### src/rtl/gap_buffer_line_editor_macros.svh
// assertion macros for the gap buffer line editor
// used by the top level only; expects signals named clk and rst in scope
`ifndef GAP_BUFFER_LINE_EDITOR_MACROS_SVH
`define GAP_BUFFER_LINE_EDITOR_MACROS_SVH

// condition holds in the same cycle as the trigger
`define GBE_CHECK_NOW(label, trig, cond, msg) \
  label: assert property (@(posedge clk) disable iff (rst) (trig) |-> (cond)) \
    else $error(msg);

// condition holds in the cycle after the trigger
`define GBE_CHECK_NEXT(label, trig, cond, msg) \
  label: assert property (@(posedge clk) disable iff (rst) (trig) |=> (cond)) \
    else $error(msg);

`endif

### src/rtl/gbe_pkg.sv
// shared types and constants for the gap buffer line editor
// no dependencies
`default_nettype none

package gbe_pkg;

  localparam int AMT_W  = 13;
  localparam int CHAR_W = 8;

  typedef enum logic [1:0] {
    CMD_INSERT = 2'd0,
    CMD_DELETE = 2'd1,
    CMD_LEFT   = 2'd2,
    CMD_RIGHT  = 2'd3
  } cmd_t;

  typedef enum logic [1:0] {
    ST_IDLE,
    ST_XFER,
    ST_WIN
  } state_t;

  typedef struct packed {
    logic [1:0]        command;
    logic [CHAR_W-1:0] char_code;
    logic [AMT_W-1:0]  amount;
  } request_t;

  typedef struct packed {
    logic [AMT_W-1:0]  count;
    logic              char_valid;
    logic [CHAR_W-1:0] char_out;
    logic              last;
    logic              buffer_full;
  } result_t;

  // result request from the sequencer to the output stage
  typedef struct packed {
    logic             vld;
    logic             win;
    logic             last;
    logic             full;
    logic [AMT_W-1:0] count;
  } emit_t;

endpackage

`default_nettype wire

### src/rtl/gbe_seq.sv
// command sequencer: cursor counts, stack transfer and window readout
// depends on gbe_pkg; drives the text ram ports
`default_nettype none

module gbe_seq #(
  parameter int CAPACITY = 4096,
  parameter int WINDOW   = 10
) (
  input  wire logic                        clk,
  input  wire logic                        rst,
  input  wire logic                        start,
  input  wire gbe_pkg::request_t           request,
  output      logic                        busy,
  output      gbe_pkg::emit_t              emit,
  output      logic                        ram_we,
  output      logic [$clog2(CAPACITY)-1:0] ram_waddr,
  output      logic [gbe_pkg::CHAR_W-1:0]  ram_wdata,
  output      logic                        ram_re,
  output      logic [$clog2(CAPACITY)-1:0] ram_raddr,
  input  wire logic [gbe_pkg::CHAR_W-1:0]  ram_rdata
);

  localparam int AMT_W = gbe_pkg::AMT_W;
  localparam int AW    = $clog2(CAPACITY);
  localparam int CW    = $clog2(CAPACITY + 1);
  localparam int WW    = $clog2(WINDOW + 1);
  localparam int MW    = (CW > AMT_W) ? CW : AMT_W;
  localparam int NW    = (CW > WW) ? CW : WW;

  gbe_pkg::state_t   state, state_next;
  logic [CW-1:0]     left_cnt, left_cnt_next;
  logic [CW-1:0]     right_cnt, right_cnt_next;
  logic              dir_right, dir_right_next;
  logic [AMT_W-1:0]  step_cnt, step_cnt_next;
  logic [AMT_W-1:0]  moved, moved_next;
  logic              pend, pend_next;
  logic              pend_last, pend_last_next;
  logic [AW-1:0]     src_ptr, src_ptr_next;
  logic [AW-1:0]     dst_ptr, dst_ptr_next;
  logic [WW-1:0]     win_left, win_left_next;
  logic [AW-1:0]     win_ptr, win_ptr_next;

  // clamped amount and new cursor position for the accepted word
  logic [AMT_W-1:0]  clamp_l, clamp_r, move_dist;
  logic [CW-1:0]     left_new;
  logic [WW-1:0]     win_n;
  logic              is_full;

  always_comb begin
    clamp_l = (MW'(request.amount) < MW'(left_cnt)) ? request.amount : AMT_W'(left_cnt);
    clamp_r = (MW'(request.amount) < MW'(right_cnt)) ? request.amount : AMT_W'(right_cnt);
    move_dist = (request.command == gbe_pkg::CMD_RIGHT) ? clamp_r : clamp_l;
    left_new = (request.command == gbe_pkg::CMD_RIGHT) ? left_cnt + CW'(move_dist)
                                                       : left_cnt - CW'(move_dist);
    win_n   = (NW'(left_new) < NW'(WINDOW)) ? WW'(left_new) : WW'(WINDOW);
    is_full = ((CW+1)'(left_cnt) + (CW+1)'(right_cnt)) >= (CW+1)'(CAPACITY);
  end

  // state and datapath registers
  always_ff @(posedge clk) begin
    if (rst) begin
      state     <= gbe_pkg::ST_IDLE;
      left_cnt  <= '0;
      right_cnt <= '0;
      pend      <= 1'b0;
      pend_last <= 1'b0;
    end else begin
      state     <= state_next;
      left_cnt  <= left_cnt_next;
      right_cnt <= right_cnt_next;
      pend      <= pend_next;
      pend_last <= pend_last_next;
    end
  end

  always_ff @(posedge clk) begin
    dir_right <= dir_right_next;
    step_cnt  <= step_cnt_next;
    moved     <= moved_next;
    src_ptr   <= src_ptr_next;
    dst_ptr   <= dst_ptr_next;
    win_left  <= win_left_next;
    win_ptr   <= win_ptr_next;
  end

  assign busy = (state != gbe_pkg::ST_IDLE);

  // next state, ram accesses and result requests
  always_comb begin
    state_next     = state;
    left_cnt_next  = left_cnt;
    right_cnt_next = right_cnt;
    dir_right_next = dir_right;
    step_cnt_next  = step_cnt;
    moved_next     = moved;
    pend_next      = 1'b0;
    pend_last_next = 1'b0;
    src_ptr_next   = src_ptr;
    dst_ptr_next   = dst_ptr;
    win_left_next  = win_left;
    win_ptr_next   = win_ptr;
    emit           = '0;
    ram_we         = 1'b0;
    ram_waddr      = '0;
    ram_wdata      = request.char_code;
    ram_re         = 1'b0;
    ram_raddr      = '0;

    case (state)
      gbe_pkg::ST_IDLE: begin
        if (start) begin
          case (request.command)
            gbe_pkg::CMD_INSERT: begin
              emit.vld  = 1'b1;
              emit.last = 1'b1;
              if (is_full) begin
                emit.full = 1'b1;
              end else begin
                ram_we        = 1'b1;
                ram_waddr     = AW'(left_cnt);
                left_cnt_next = left_cnt + CW'(1);
                emit.count    = AMT_W'(1);
              end
            end
            gbe_pkg::CMD_DELETE: begin
              left_cnt_next = left_cnt - CW'(clamp_l);
              emit.vld      = 1'b1;
              emit.last     = 1'b1;
              emit.count    = clamp_l;
            end
            default: begin
              // cursor moves: set up transfer, then window readout
              dir_right_next = (request.command == gbe_pkg::CMD_RIGHT);
              step_cnt_next  = move_dist;
              moved_next     = move_dist;
              left_cnt_next  = left_new;
              if (request.command == gbe_pkg::CMD_RIGHT) begin
                right_cnt_next = right_cnt - CW'(move_dist);
                src_ptr_next   = AW'(CW'(CAPACITY) - right_cnt);
                dst_ptr_next   = AW'(left_cnt);
              end else begin
                right_cnt_next = right_cnt + CW'(move_dist);
                src_ptr_next   = AW'(left_cnt - CW'(1));
                dst_ptr_next   = AW'(CW'(CAPACITY) - right_cnt - CW'(1));
              end
              win_left_next = win_n;
              win_ptr_next  = AW'(left_new - CW'(win_n));
              state_next    = (move_dist != '0) ? gbe_pkg::ST_XFER : gbe_pkg::ST_WIN;
            end
          endcase
        end
      end

      gbe_pkg::ST_XFER: begin
        // read one source character per cycle, write it back in the following cycle
        if (step_cnt != '0) begin
          ram_re        = 1'b1;
          ram_raddr     = src_ptr;
          src_ptr_next  = dir_right ? src_ptr + AW'(1) : src_ptr - AW'(1);
          step_cnt_next = step_cnt - AMT_W'(1);
          pend_next     = 1'b1;
        end
        if (pend) begin
          ram_we       = 1'b1;
          ram_waddr    = dst_ptr;
          ram_wdata    = ram_rdata;
          dst_ptr_next = dir_right ? dst_ptr + AW'(1) : dst_ptr - AW'(1);
        end
        if (step_cnt == '0) begin
          state_next = gbe_pkg::ST_WIN;
        end
      end

      gbe_pkg::ST_WIN: begin
        // stream the window characters, leftmost first
        if (win_left != '0) begin
          ram_re         = 1'b1;
          ram_raddr      = win_ptr;
          win_ptr_next   = win_ptr + AW'(1);
          win_left_next  = win_left - WW'(1);
          pend_next      = 1'b1;
          pend_last_next = (win_left == WW'(1));
        end
        if (pend) begin
          emit.vld   = 1'b1;
          emit.win   = 1'b1;
          emit.last  = pend_last;
          emit.count = moved;
        end
        if (win_left == '0) begin
          if (!pend) begin
            // empty mark: nothing left of the cursor
            emit.vld   = 1'b1;
            emit.last  = 1'b1;
            emit.count = moved;
          end
          state_next = gbe_pkg::ST_IDLE;
        end
      end

      default: begin
        state_next = gbe_pkg::ST_IDLE;
      end
    endcase
  end

endmodule

`default_nettype wire

### config.mk
export PLATFORM = sky130hd
export DESIGN_NAME = gbe_seq
export DESIGN_NICKNAME = d
export VERILOG_FILES = /design/src/rtl/gap_buffer_line_editor_macros.svh /design/src/rtl/gbe_pkg.sv /design/src/rtl/gbe_seq.sv
export SDC_FILE = /design/constraint.sdc
export NUM_CORES = 1
export LEC_CHECK = 0
export BUFFER_PORTS_ARGS = -buffer_cell sky130_fd_sc_hd__buf_4
export CORE_UTILIZATION = 25
export CTS_BUF_LIST = sky130_fd_sc_hd__clkbuf_8
export CTS_CLUSTER_DIAMETER = 40
export DETAILED_ROUTE_END_ITERATION = 10
export GPL_ROUTABILITY_DRIVEN = 0
export PLACE_DENSITY_LB_ADDON = 0.15
export SYNTH_ARGS = -nofsm -noshare
export SYNTH_HDL_FRONTEND = slang
export SYNTH_SLANG_ARGS = --single-unit
### constraint.sdc
create_clock -name clk -period 23.8 [get_ports clk]
set_input_delay 7.14 -clock clk [delete_from_list [all_inputs] [get_ports clk]]
set_output_delay 7.14 -clock clk [all_outputs]
set_load 0.02 [all_outputs]
Word-level counts from Yosys, hierarchy flattened

Index checks and enable logic that the tools add are counted.

Muxes and demuxes: 76
Shift operators: 0
Magnitude comparators: 4
Equal/unequal tests: 13
Add/subtract/negate cells: 18
$mul: 0
Reductions and logical operators: 18
Divide/modulo/power cells: 0
Bitwise operators: 3

Operators with widths:

| cell                                                  | count |
|---|---|
| 2-to-1 mux 12 bit                                     | 19 |
| 2-to-1 mux 13 bit                                     | 12 |
| one-hot mux 12 bit (2 select lines)                   | 5 |
| one-hot mux 13 bit (2 select lines)                   | 4 |
| subtractor 12 x 1 -> 12 bit, second input constant    | 4 |
| subtractor 13 bit                                     | 3 |
| adder 12 x 1 -> 12 bit, second input constant         | 3 |
| adder 13 bit                                          | 2 |
| < comparator 13 bit                                   | 2 |
| nonzero test 13 bit                                   | 2 |
| 2-to-1 mux 1 bit                                      | 17 |
| 2-to-1 mux 4 bit                                      | 4 |
| 2-to-1 mux 8 bit                                      | 2 |
| inequality test 2 bit, second input constant          | 8 |
| AND reduction 4 bit                                   | 4 |
| 2-to-1 mux 15 bit                                     | 1 |
| adder 13 x 13 -> 14 bit                               | 1 |
| >= comparator 14 x 13 -> 1 bit, second input constant | 1 |
| adder 13 x 1 -> 13 bit, second input constant         | 1 |
| zero test 13 bit                                      | 1 |
| < comparator 13 x 4 -> 1 bit, second input constant   | 1 |
| subtractor 13 x 1 -> 13 bit, second input constant    | 1 |
| subtractor 1 x 12 -> 12 bit, first input constant     | 1 |
| subtractor 12 x 4 -> 12 bit                           | 1 |
| other kinds (17)                                      | 32 |

Output and inout bits: 52
Bits in registers: 97
ROM bits: 0
Bits of input ports: 34
Latch bits: 0
Memory bits (writable): 0
Memories kept: 0
Word-level logic and storage cells: 144

Longest topological paths before layout

Gate-level depths: netlist (run 1).

Depth after elaboration: 11
Depth in mapped cells: 36
Depth with buffers taken out: 33

Worst setup path after synthesis (run 1)

OpenSTA, ideal clock, no wires.

Path type: input to output
From: in request[8] (netlist name)
To: out emit[10] (netlist name)
Data required time: 16.660 ns
Slack: 7.202 ns
Path buffers: 3
Stages on the path: 10
Arrival time: 9.458 ns
Cells stage by stage: ha_1 > a21oi_1 > o21ai_0 > a21oi_2 > o21a_1 > buf_4 > clkbuf_1 > buf_1 > a21oi_1 > o21ai_0

RTL lines:

| element         | line          | source |
|---|---|---|
| start, declared | gbe_seq.sv:12 | `input wire gbe_pkg::request_t request,` |
| end, declared   | gbe_seq.sv:14 | `output gbe_pkg::emit_t emit,` |

==> run summary, run 1 <==
The tools report the kind of end point of the critical path as an output port. In the finished design, the share of the clock period the worst path needs comes to 70.3%. The family with the most delay on the worst path was compound AO/OA/AOI/OAI gates. Setup repair after global routing left no endpoint under its margin. In the routed design, unresolved DRC markers number 0. In this design, the critical path's most frequently occurring cell is sky130_fd_sc_hd__buf_4. Summing all multi-input logic gate instances after layout gives 0.00700 mm2.

The initial antenna violation count came out at 0. The logs give 0 for the final-report hold violation count and 1478 for the final net count. Counting the buffers created by CTS gives 9. The number of top-level pins is 86, and the detailed-route wire length is 37900 um. The count of inserted antenna diode cells came out at 0. The logs give 97 for the total number of clock tree sinks and 18.3% for the all-layer global routing usage. The count of max-cap constraint violations was 0. For the total power of the final layout, the log shows 0.00178 W. The class of the tightest hold or removal check is register to register.

The clock root buffer is sky130_fd_sc_hd__clkbuf_8. For the final number of max-transition violations, the log shows 0. Summed over all cells, the static leakage comes to 4.66 nW. Port buffering added 85 buffers. The post-synthesis sequential area ratio is 25.6%, and the share of Yosys cell area claimed by the top area cell type is 19.7%. Setup violations remaining at the end of the flow were counted as 0. In this run, distinct cell masters in the synthesized netlist total 88. The cell with the largest stage delay on the worst path was sky130_fd_sc_hd__o21ai_1. The die covers 0.0416 mm2. During synthesis, Yosys emitted a total of 0 warnings. Buffers added to address setup during post-CTS repair amount to 0. Clock-pin slew was measured on the worst setup and hold paths at 0.11 ns.

Synthesis handed over a netlist of 1272 instances. The area of the core region is 0.0400 mm2, and the total negative slack for setup checks is 0 ns. The post-route netlist has 11.7% of its cells at a drive strength greater than 1. The number of hold buffers added after cts was 0. The run finished with clean final reports. Counting every net in the synthesized netlist gives 1417.

The routed layout has 9554 vias. The signal on the critical path passes through buf_4 > ha_1 > nand4_1 > or3_4 > o21ai_1 > a21boi_0 > o21ai_0 > buf_4. The standard-cell row count came out at 73. Synthesis-to-finish area growth: 14.0%. The first global-routing pass estimated 56800 um of wire. After synthesis, the mean cell area works out to 8.02 um2. Measured along the y axis, the die boundary spans 204 um. The H-tree generated during clock tree synthesis spans 3 levels. Number of synthesized register bits: 97.

On the worst path, the slowest cell contributes a delay of 0.52 ns. The time the worst path needs with I/O delays and setup is 16.73 ns, and the peak supply drop is 53.0 uV. After global routing the overflow that remains totals 0. Critical-path maximum fanout: 8. At the later pin of the worst-skew pair, clock insertion delay measures 0.43 ns. In this run the deepest clock path goes through 2 buffers.

The residual antenna-violating net count after detailed routing came out at 0. The top achievable clock speed is 59.8 MHz, and the via density per instance is 5.13. Counting flops with a built-in enable in the synthesized netlist gives 67.

For the pin with the worst max-slew slack, the measured transition is 1.16 ns. Once the clock tree was built, the resizer swapped 0 gates to a different size. The tools report the required arrival time at the worst endpoint as 16.66 ns. Data arrives at the worst endpoint at 9.59 ns.

After the first detailed-routing iteration, the DRC count stood at 772. In the synthesized netlist the dominant register cell turns out to be sky130_fd_sc_hd__edfxtp_1. In the post-synthesis netlist, the biggest area contributors are sky130_fd_sc_hd__edfxtp_1 (20%), sky130_fd_sc_hd__ha_1 (13%), sky130_fd_sc_hd__xnor2_1 (6.7%), sky130_fd_sc_hd__a21oi_1 (6.5%), sky130_fd_sc_hd__dfxtp_1 (5.9%).

The largest total area in the synthesized netlist belongs to sky130_fd_sc_hd__edfxtp_1. The power density over cell area is 153 mW/mm2, and the worst slew margin relative to its limit is 22.3%. In this run the cell area of the synthesized design comes to 0.0102 mm2. The area of all sequential standard cells was 0.00261 mm2. The category of the critical setup timing path was input port to output port.

The nature of the critical path startpoint is an input port. The layout has 4347 filler cells. The logs give 25.5% for the initial core utilization and 5 for the number of optimization iterations in the first detailed-route pass. The via count of the first global-routing pass came out at 9073.

The wire length per cell is 20.3 um, and the final setup skew is 0.0186 ns. Once detailed placement completed, the half-perimeter wirelength came to 29600 um. TritonCTS built the clock tree. After synthesis, the share of flip-flops with an asynchronous set or reset is 0%. sky130_fd_sc_hd__a21oi_1 is the most common cell in the netlist. By count the netlist is led by sky130_fd_sc_hd__a21oi_1 (133), sky130_fd_sc_hd__nand2_1 (124), sky130_fd_sc_hd__nor2_1 (121), sky130_fd_sc_hd__ha_1 (105), sky130_fd_sc_hd__inv_1 (94). The horizontal die dimension came out at 204 um.

The pin count of the biggest net entering global routing came out at 79. The critical path contains buffers and inverters numbering 2 combined.
[state kept, by name (all words and copies together) (netlist names)]
| name | flops |
|---|---|
| left_cnt | 13 |
| moved | 13 |
| right_cnt | 13 |
| step_cnt | 13 |
| dst_ptr | 12 |
| src_ptr | 12 |
| win_ptr | 12 |
| win_left | 4 |
| state | 2 |
| dir_right | 1 |
| pend | 1 |
| pend_last | 1 |
[cell usage in the layout, fill, tap and decap left out, types with 22 or more instances in the layout]
master                     instances
sky130_fd_sc_hd__a211oi_1         26
sky130_fd_sc_hd__a21oi_1         132
sky130_fd_sc_hd__buf_4           107
sky130_fd_sc_hd__dfxtp_1          30
sky130_fd_sc_hd__edfxtp_1         67
sky130_fd_sc_hd__ha_1            104
sky130_fd_sc_hd__inv_1            94
sky130_fd_sc_hd__nand2_1         124
sky130_fd_sc_hd__nor2_1          121
sky130_fd_sc_hd__nor2b_1          22
sky130_fd_sc_hd__nor3_1           27
sky130_fd_sc_hd__o21ai_0          73
sky130_fd_sc_hd__xnor2_1          78
sky130_fd_sc_hd__xor2_1           29
[cells by family (layout without fill, tap and decap cells)]
logic type / count (synthesis) / after routing / share of synthesized area (%)
compound gates: 387 / 387 / 24.7
xor+xnor: 107 / 107 / 9.18
fa+ha+maj: 111 / 111 / 14.1
buf+inv: 152 / 218 / 5.81
flops: 97 / 97 / 25.6
mux: 14 / 14 / 1.41
simple gates: 404 / 404 / 19.2
[power by group]
part / total (W) / internal (W) / leakage (nW) / switching (W)
Sequential: 0.000391 / 0.000300 / 0.876 / 0.0000912
Combinational: 0.00127 / 0.000489 / 3.68 / 0.000786
Clock: 0.000119 / 0.0000486 / 0.103 / 0.0000703
[through the flow]
stage | cell area (um2) | utilization, % | hold WS, ns | instances | setup WS [ns]
after global routing | 11600 | 29.1 | 0.630 | 1863 | 6.92
after floorplan | 10200 | - | 0.482 | 1272 | 7.20
after CTS | 11600 | 29.1 | 0.588 | 1863 | 7.13
final | 11600 | 29.1 | 0.571 | 1863 | 7.07
after detailed placement | 11400 | 28.6 | 0.558 | 1847 | 7.14
after global placement | 11400 | 28.6 | 0.529 | 1847 | 7.17
[worst paths after layout]
check	from	cells past startpoint	to	slack, ns
setup / recovery	request[12]	8	emit[12]	7.07
hold / removal	state[0]$_SDFFE_PP0P_	2	state[0]$_SDFFE_PP0P_	0.57
setup reg to reg	left_cnt[10]$_SDFFE_PP0P_	32	win_ptr[5]$_DFFE_PP_	14.33
hold reg to reg	state[0]$_SDFFE_PP0P_	2	state[0]$_SDFFE_PP0P_	0.57
[area by class of cell]
cell class,instances,share of cell area (%)
multi-input cells,1023,60.2
flip-flops and latches,97,22.5
repair buffers,107,6.91
well taps,525,5.65
inverters,95,3.07
clock buffers,9,1.07
clock inverters,7,0.613
[tightest hold or removal path: stages (launching register included)]
cell and delay (ns):
sky130_fd_sc_hd__dfxtp_1 0.39, sky130_fd_sc_hd__a32oi_1 0.08, sky130_fd_sc_hd__nor2_1 0.08
[layer usage]
metal,part of all wire (%),vias up,global-route usage [%]
met5,0,-,0
met4,2.4,0,5.46
met3,4.7,49,2.54
met2,46,284,30.0
met1,47,4531,24.9
li1,-,4690,-
Power figures use the tool's default switching activity.
==> run 2: changes to the inputs <==
Settings changed: ABC_AREA from default to 1.
Clock period 23.8 ns to 14.76 ns, I/O delays scaled along.
==> run summary, run 2 <==
The run gives 69.5% (-1.9 points) as the combinational group share of total power. The area of the core region is 0.0399 mm2 (-0.23%), and the standard-cell row count is 73 (unchanged). The total number of clock tree sinks was 97 (unchanged).

The signal on the critical path passes through buf_4 > ha_1 > nand2_2 > inv_2 > nand2_1 > nand2_1 > a21oi_4 > nand2_4 > o21ai_0 > nand2_1 > nand3_1 > buf_4. The wire length per cell works out to 18.6 um (-8.7%). The startpoint identified for the worst register-to-register timing path is left_cnt[7]$_SDFFE_PP0P_.

The floorplan die height came out at 204 um (-0.24%). The XOR/XNOR share of the synthesized area was 5.87% (-3.3 points). The cell-internal power was 0.00112 W (+34%).

The cell area after layout was 0.0116 mm2 (-0.58%). The total of warnings raised by yosys was 0 (unchanged). The share of synthesized area spent on multiplexers is 0.887% (-0.52 points). The tools report the detailed-route wire length as 37900 um (+0.12%).

The pin count of the biggest net entering global routing came out at 57 (-28%). The number of hold buffers added after cts is 0 (unchanged). The clock insertion delay at the later pin of the skew report came out at 0.43 ns (about the same). The clock root buffer is sky130_fd_sc_hd__clkbuf_8.

The biggest cell delay along the critical path came out at 0.45 ns (-0.07 ns). The maximum clock path buffer count was 2 (unchanged); the fraction of synthesis flops using an asynchronous set or reset pin was 0% (unchanged). The number of cells traversed by the worst hold path works out to 1 (-1).

The top achievable clock speed came out at 90.3 MHz. The cell type with the highest aggregate area in the netlist is sky130_fd_sc_hd__edfxtp_1. The total of endpoints with negative setup slack in the final report was 0 (unchanged). Initial core utilization: 25.4% (-0.067 points). The initial antenna violation count was 0 (unchanged). The library cells used most frequently in the layout, excluding fill and tap cells, are sky130_fd_sc_hd__nand2_1 (269), sky130_fd_sc_hd__inv_1 (205), sky130_fd_sc_hd__a21oi_1 (140). The number of synthesized register bits came out at 97 (unchanged). The count of input and output buffers was 85 (unchanged).

For the number of optimization iterations in the first detailed-route pass, the log shows 7 (+2). Counting stages on the worst path, the most repeated cell is sky130_fd_sc_hd__nand2_1. The peak supply drop came out at 87.4 uV (+65%).

The critical-path maximum fanout came out at 17 (+9). The tools report the total negative slack for setup checks as 0 ns (unchanged). Category of the critical setup timing path: input port to output port. The count of flip-flops with a built-in enable after synthesis came out at 67 (unchanged). The share of layout cells above drive strength 1 was 12.0% (+0.32 points). The logs give 35.5% (+13 points) for the worst slew margin relative to its limit and 0 (unchanged) for the count of max-cap constraint violations. The horizontal die dimension was 204 um (-0.24%); the die outline area was 0.0414 mm2 (-0.48%). The time the worst path needs with I/O delays and setup was 11.08 ns. Clock-pin transition on the worst setup and hold timing paths: 0.11 ns (about the same). Leaving out fill and tap cells, the most frequent cell in the layout is sky130_fd_sc_hd__nand2_1.

The post-placement worst setup slack is 3.66 ns (-3.48 ns), and the count of cells along the worst register-to-register path is 38 (+19%). TritonCTS built the clock tree. Instance count of the mapped netlist: 1445 (+14%). Setup repair after global routing left no endpoint under its margin. STA classifies the critical path endpoint as an output port. The placed standard-cell area was 0.0114 mm2 (-0.47%). The worst setup slack after layout was 3.68 ns (-3.39 ns); the final setup skew was 0.0181 ns (-0.000558 ns). The share of Yosys cell area claimed by the top area cell type was 19.8% (+0.097 points).

The post-synthesis sequential area ratio was 25.7% (+0.13 points). Number of top-level pins: 86 (unchanged). Share of total power consumed by net switching: 56.1% (+3.0 points). Mean cell area of the mapped netlist: 7.03 um2 (-12%).

Via density per instance: 4.86 (-5.3%). The worst-case register-to-register setup slack is 7.70 ns (-6.63 ns). Utilization of the core after routing: 29.0% (-0.10 points).

The count of unique library cells instantiated by Yosys was 53 (-40%); the final number of max-transition violations was 0 (unchanged). Among all cell types in the netlist, the one instantiated most often is sky130_fd_sc_hd__nand2_1. The number of buffers added by the clock tree synthesis step came out at 9 (unchanged). For the leakage power, the log shows 5.31 nW (+14%).

Ranked by total cell area, the synthesized netlist is headed by sky130_fd_sc_hd__edfxtp_1 (20%), sky130_fd_sc_hd__ha_1 (13%), sky130_fd_sc_hd__nand2_1 (9.9%), sky130_fd_sc_hd__inv_1 (7.5%), sky130_fd_sc_hd__a21oi_1 (7.0%). Leftover overflow at the end of global routing: 0 (unchanged). The final net count is 1659 (+12%). The synthesis-to-finish area growth is 13.9% (about the same), and the first-pass GRT wire length is 56800 um (about the same).

The run finished with clean final reports. The final-report hold violation count is 0 (unchanged), and the count of inserted antenna diode cells is 0 (unchanged). The share of synthesized cell area in full adder, half adder and majority cells is 14.1% (+0.069 points), and the net count after synthesis is 1590 (+12%). The worst setup path is launched from an input port.

The endpoint arrival time on the critical path came out at 6.65 ns (-2.94 ns). The tools report the residual DRC count as 0 (unchanged). The tools report the synthesized area as 0.0102 mm2 (-0.49%). The commonest cells after synthesis are sky130_fd_sc_hd__nand2_1 (269), sky130_fd_sc_hd__inv_1 (204), sky130_fd_sc_hd__a21oi_1 (142), sky130_fd_sc_hd__o21ai_0 (137), sky130_fd_sc_hd__ha_1 (105). For this run, the leading register cell type out of synthesis is sky130_fd_sc_hd__edfxtp_1.

The estimated wirelength of the detail-placed design is 29800 um (+0.86%), and the clock share of power is 7.3% (+0.6 points). The reg-to-reg critical path endpoint was win_ptr[9]$_DFFE_PP_. Of the available clock period, the critical path in the final layout requires 75.0%. By area, the combinational part of the netlist is dominated by simple AND/OR/NAND/NOR gates.

The share of synthesized cell area in and, or, nand and nor gates was 24.9% (+5.7 points). The run gives 9428 (+3.9%) as the via count of the first global-routing pass. On the critical path, the stage with the largest delay is an instance of sky130_fd_sc_hd__o21ai_0.

The tools report the first-iteration detailed-routing DRC count as 667 (-14%). The worst hold path terminates at pend_last$_SDFF_PP0_. The power density over cell area is 221 mW/mm2 (+44%), and the worst-margin pin slew is 0.968 ns (-0.194 ns). The tools report the detailed-route via count as 9931 (+3.9%).

The tools report the net switching power as 0.00144 W (+52%). Quantity of gates resized following cts: 0 (unchanged). The class of the tightest hold or removal check is register to register. The number of buffers inserted to repair setup after CTS came out at 0 (unchanged). The logs give 10.33 ns (-6.33 ns) for the required arrival time at the worst endpoint and 3 (unchanged) for the number of levels the H-tree was split into. The residual antenna-violating net count after detailed routing is 0 (unchanged), and the area fraction in compound gates after synthesis is 18.9% (-5.9 points).

In this run the most critical hold path is launched from win_left[3]$_DFFE_PP_. The run gives 4389 (+0.97%) as the number of fill cells. The all-layer global routing usage was 18.5% (+0.15 points).

The sequential group share of total power was 23.2% (+1.3 points).
==> run 2: cell families (layout without fill, tap and decap cells) <==
family,count (synthesis),count (layout)
compound gates,346,346
xor+xnor,68,68
flops,97,97
buf+inv,253,327
mux,8,8
fa+ha+maj,111,111
simple gates,562,562
==> run 2: worst max path at each step <==
stage,from,to
6_report,request[12],emit[0]
3_5_place_dp,request[12],emit[0]
5_1_grt,request[12],emit[0]
2_1_floorplan,request[12],emit[12]
3_3_place_gp,request[12],emit[0]
4_1_cts,request[12],emit[0]
==> run 2: area by class of cell <==
| cell class | instances | area [um2] | area share [%] |
|---|---|---|---|
| repair buffers | 97 | 728 | 6.30 |
| clock inverters | 6 | 43.8 | 0.379 |
| clock buffers | 10 | 138 | 1.19 |
| inverters | 214 | 803 | 6.95 |
| multi-input cells | 1095 | 6580 | 56.9 |
| flip-flops and latches | 97 | 2610 | 22.6 |
| well taps | 525 | 657 | 5.68 |
==> run 2: stage by stage <==
stage	total power (W)	std cells	hold slack (ns)
detailed placement	0.00237	2028	0.494
global placement	0.00237	2028	0.483
CTS	0.00257	2044	0.509
floorplan	0.00182	1445	0.461
finish	0.00256	2044	0.505
global route	0.00282	2044	0.529
==> run 2: power groups by stage <==
stage / Clock (W) / Combinational, W / Sequential, W
floorplan: 0 / 0.00127 / 0.000549
global placement: 0 / 0.00177 / 0.000599
detailed placement: 0 / 0.00177 / 0.000599
CTS: 0.000195 / 0.00178 / 0.000593
global route: 0.000203 / 0.00201 / 0.000609
finish: 0.000187 / 0.00178 / 0.000593
==> run 2: worst max-delay path, delay by kind of cell <==
kind	cells	cell delay [ns]
AND/OR/NAND/NOR	6	0.80
adder cells (fa/ha/maj)	1	0.32
buffers and inverters	3	0.35
AO/OA/AOI/OAI	2	0.75
==> run 2: routing by layer <==
metal | track usage [%] | up-vias | share of wire (%)
met5 | 0 | - | 0
met4 | 6.74 | 0 | 2.7
met3 | 3.05 | 53 | 5.3
met2 | 30.6 | 263 | 46
met1 | 24.0 | 4613 | 46
li1 | - | 5002 | -
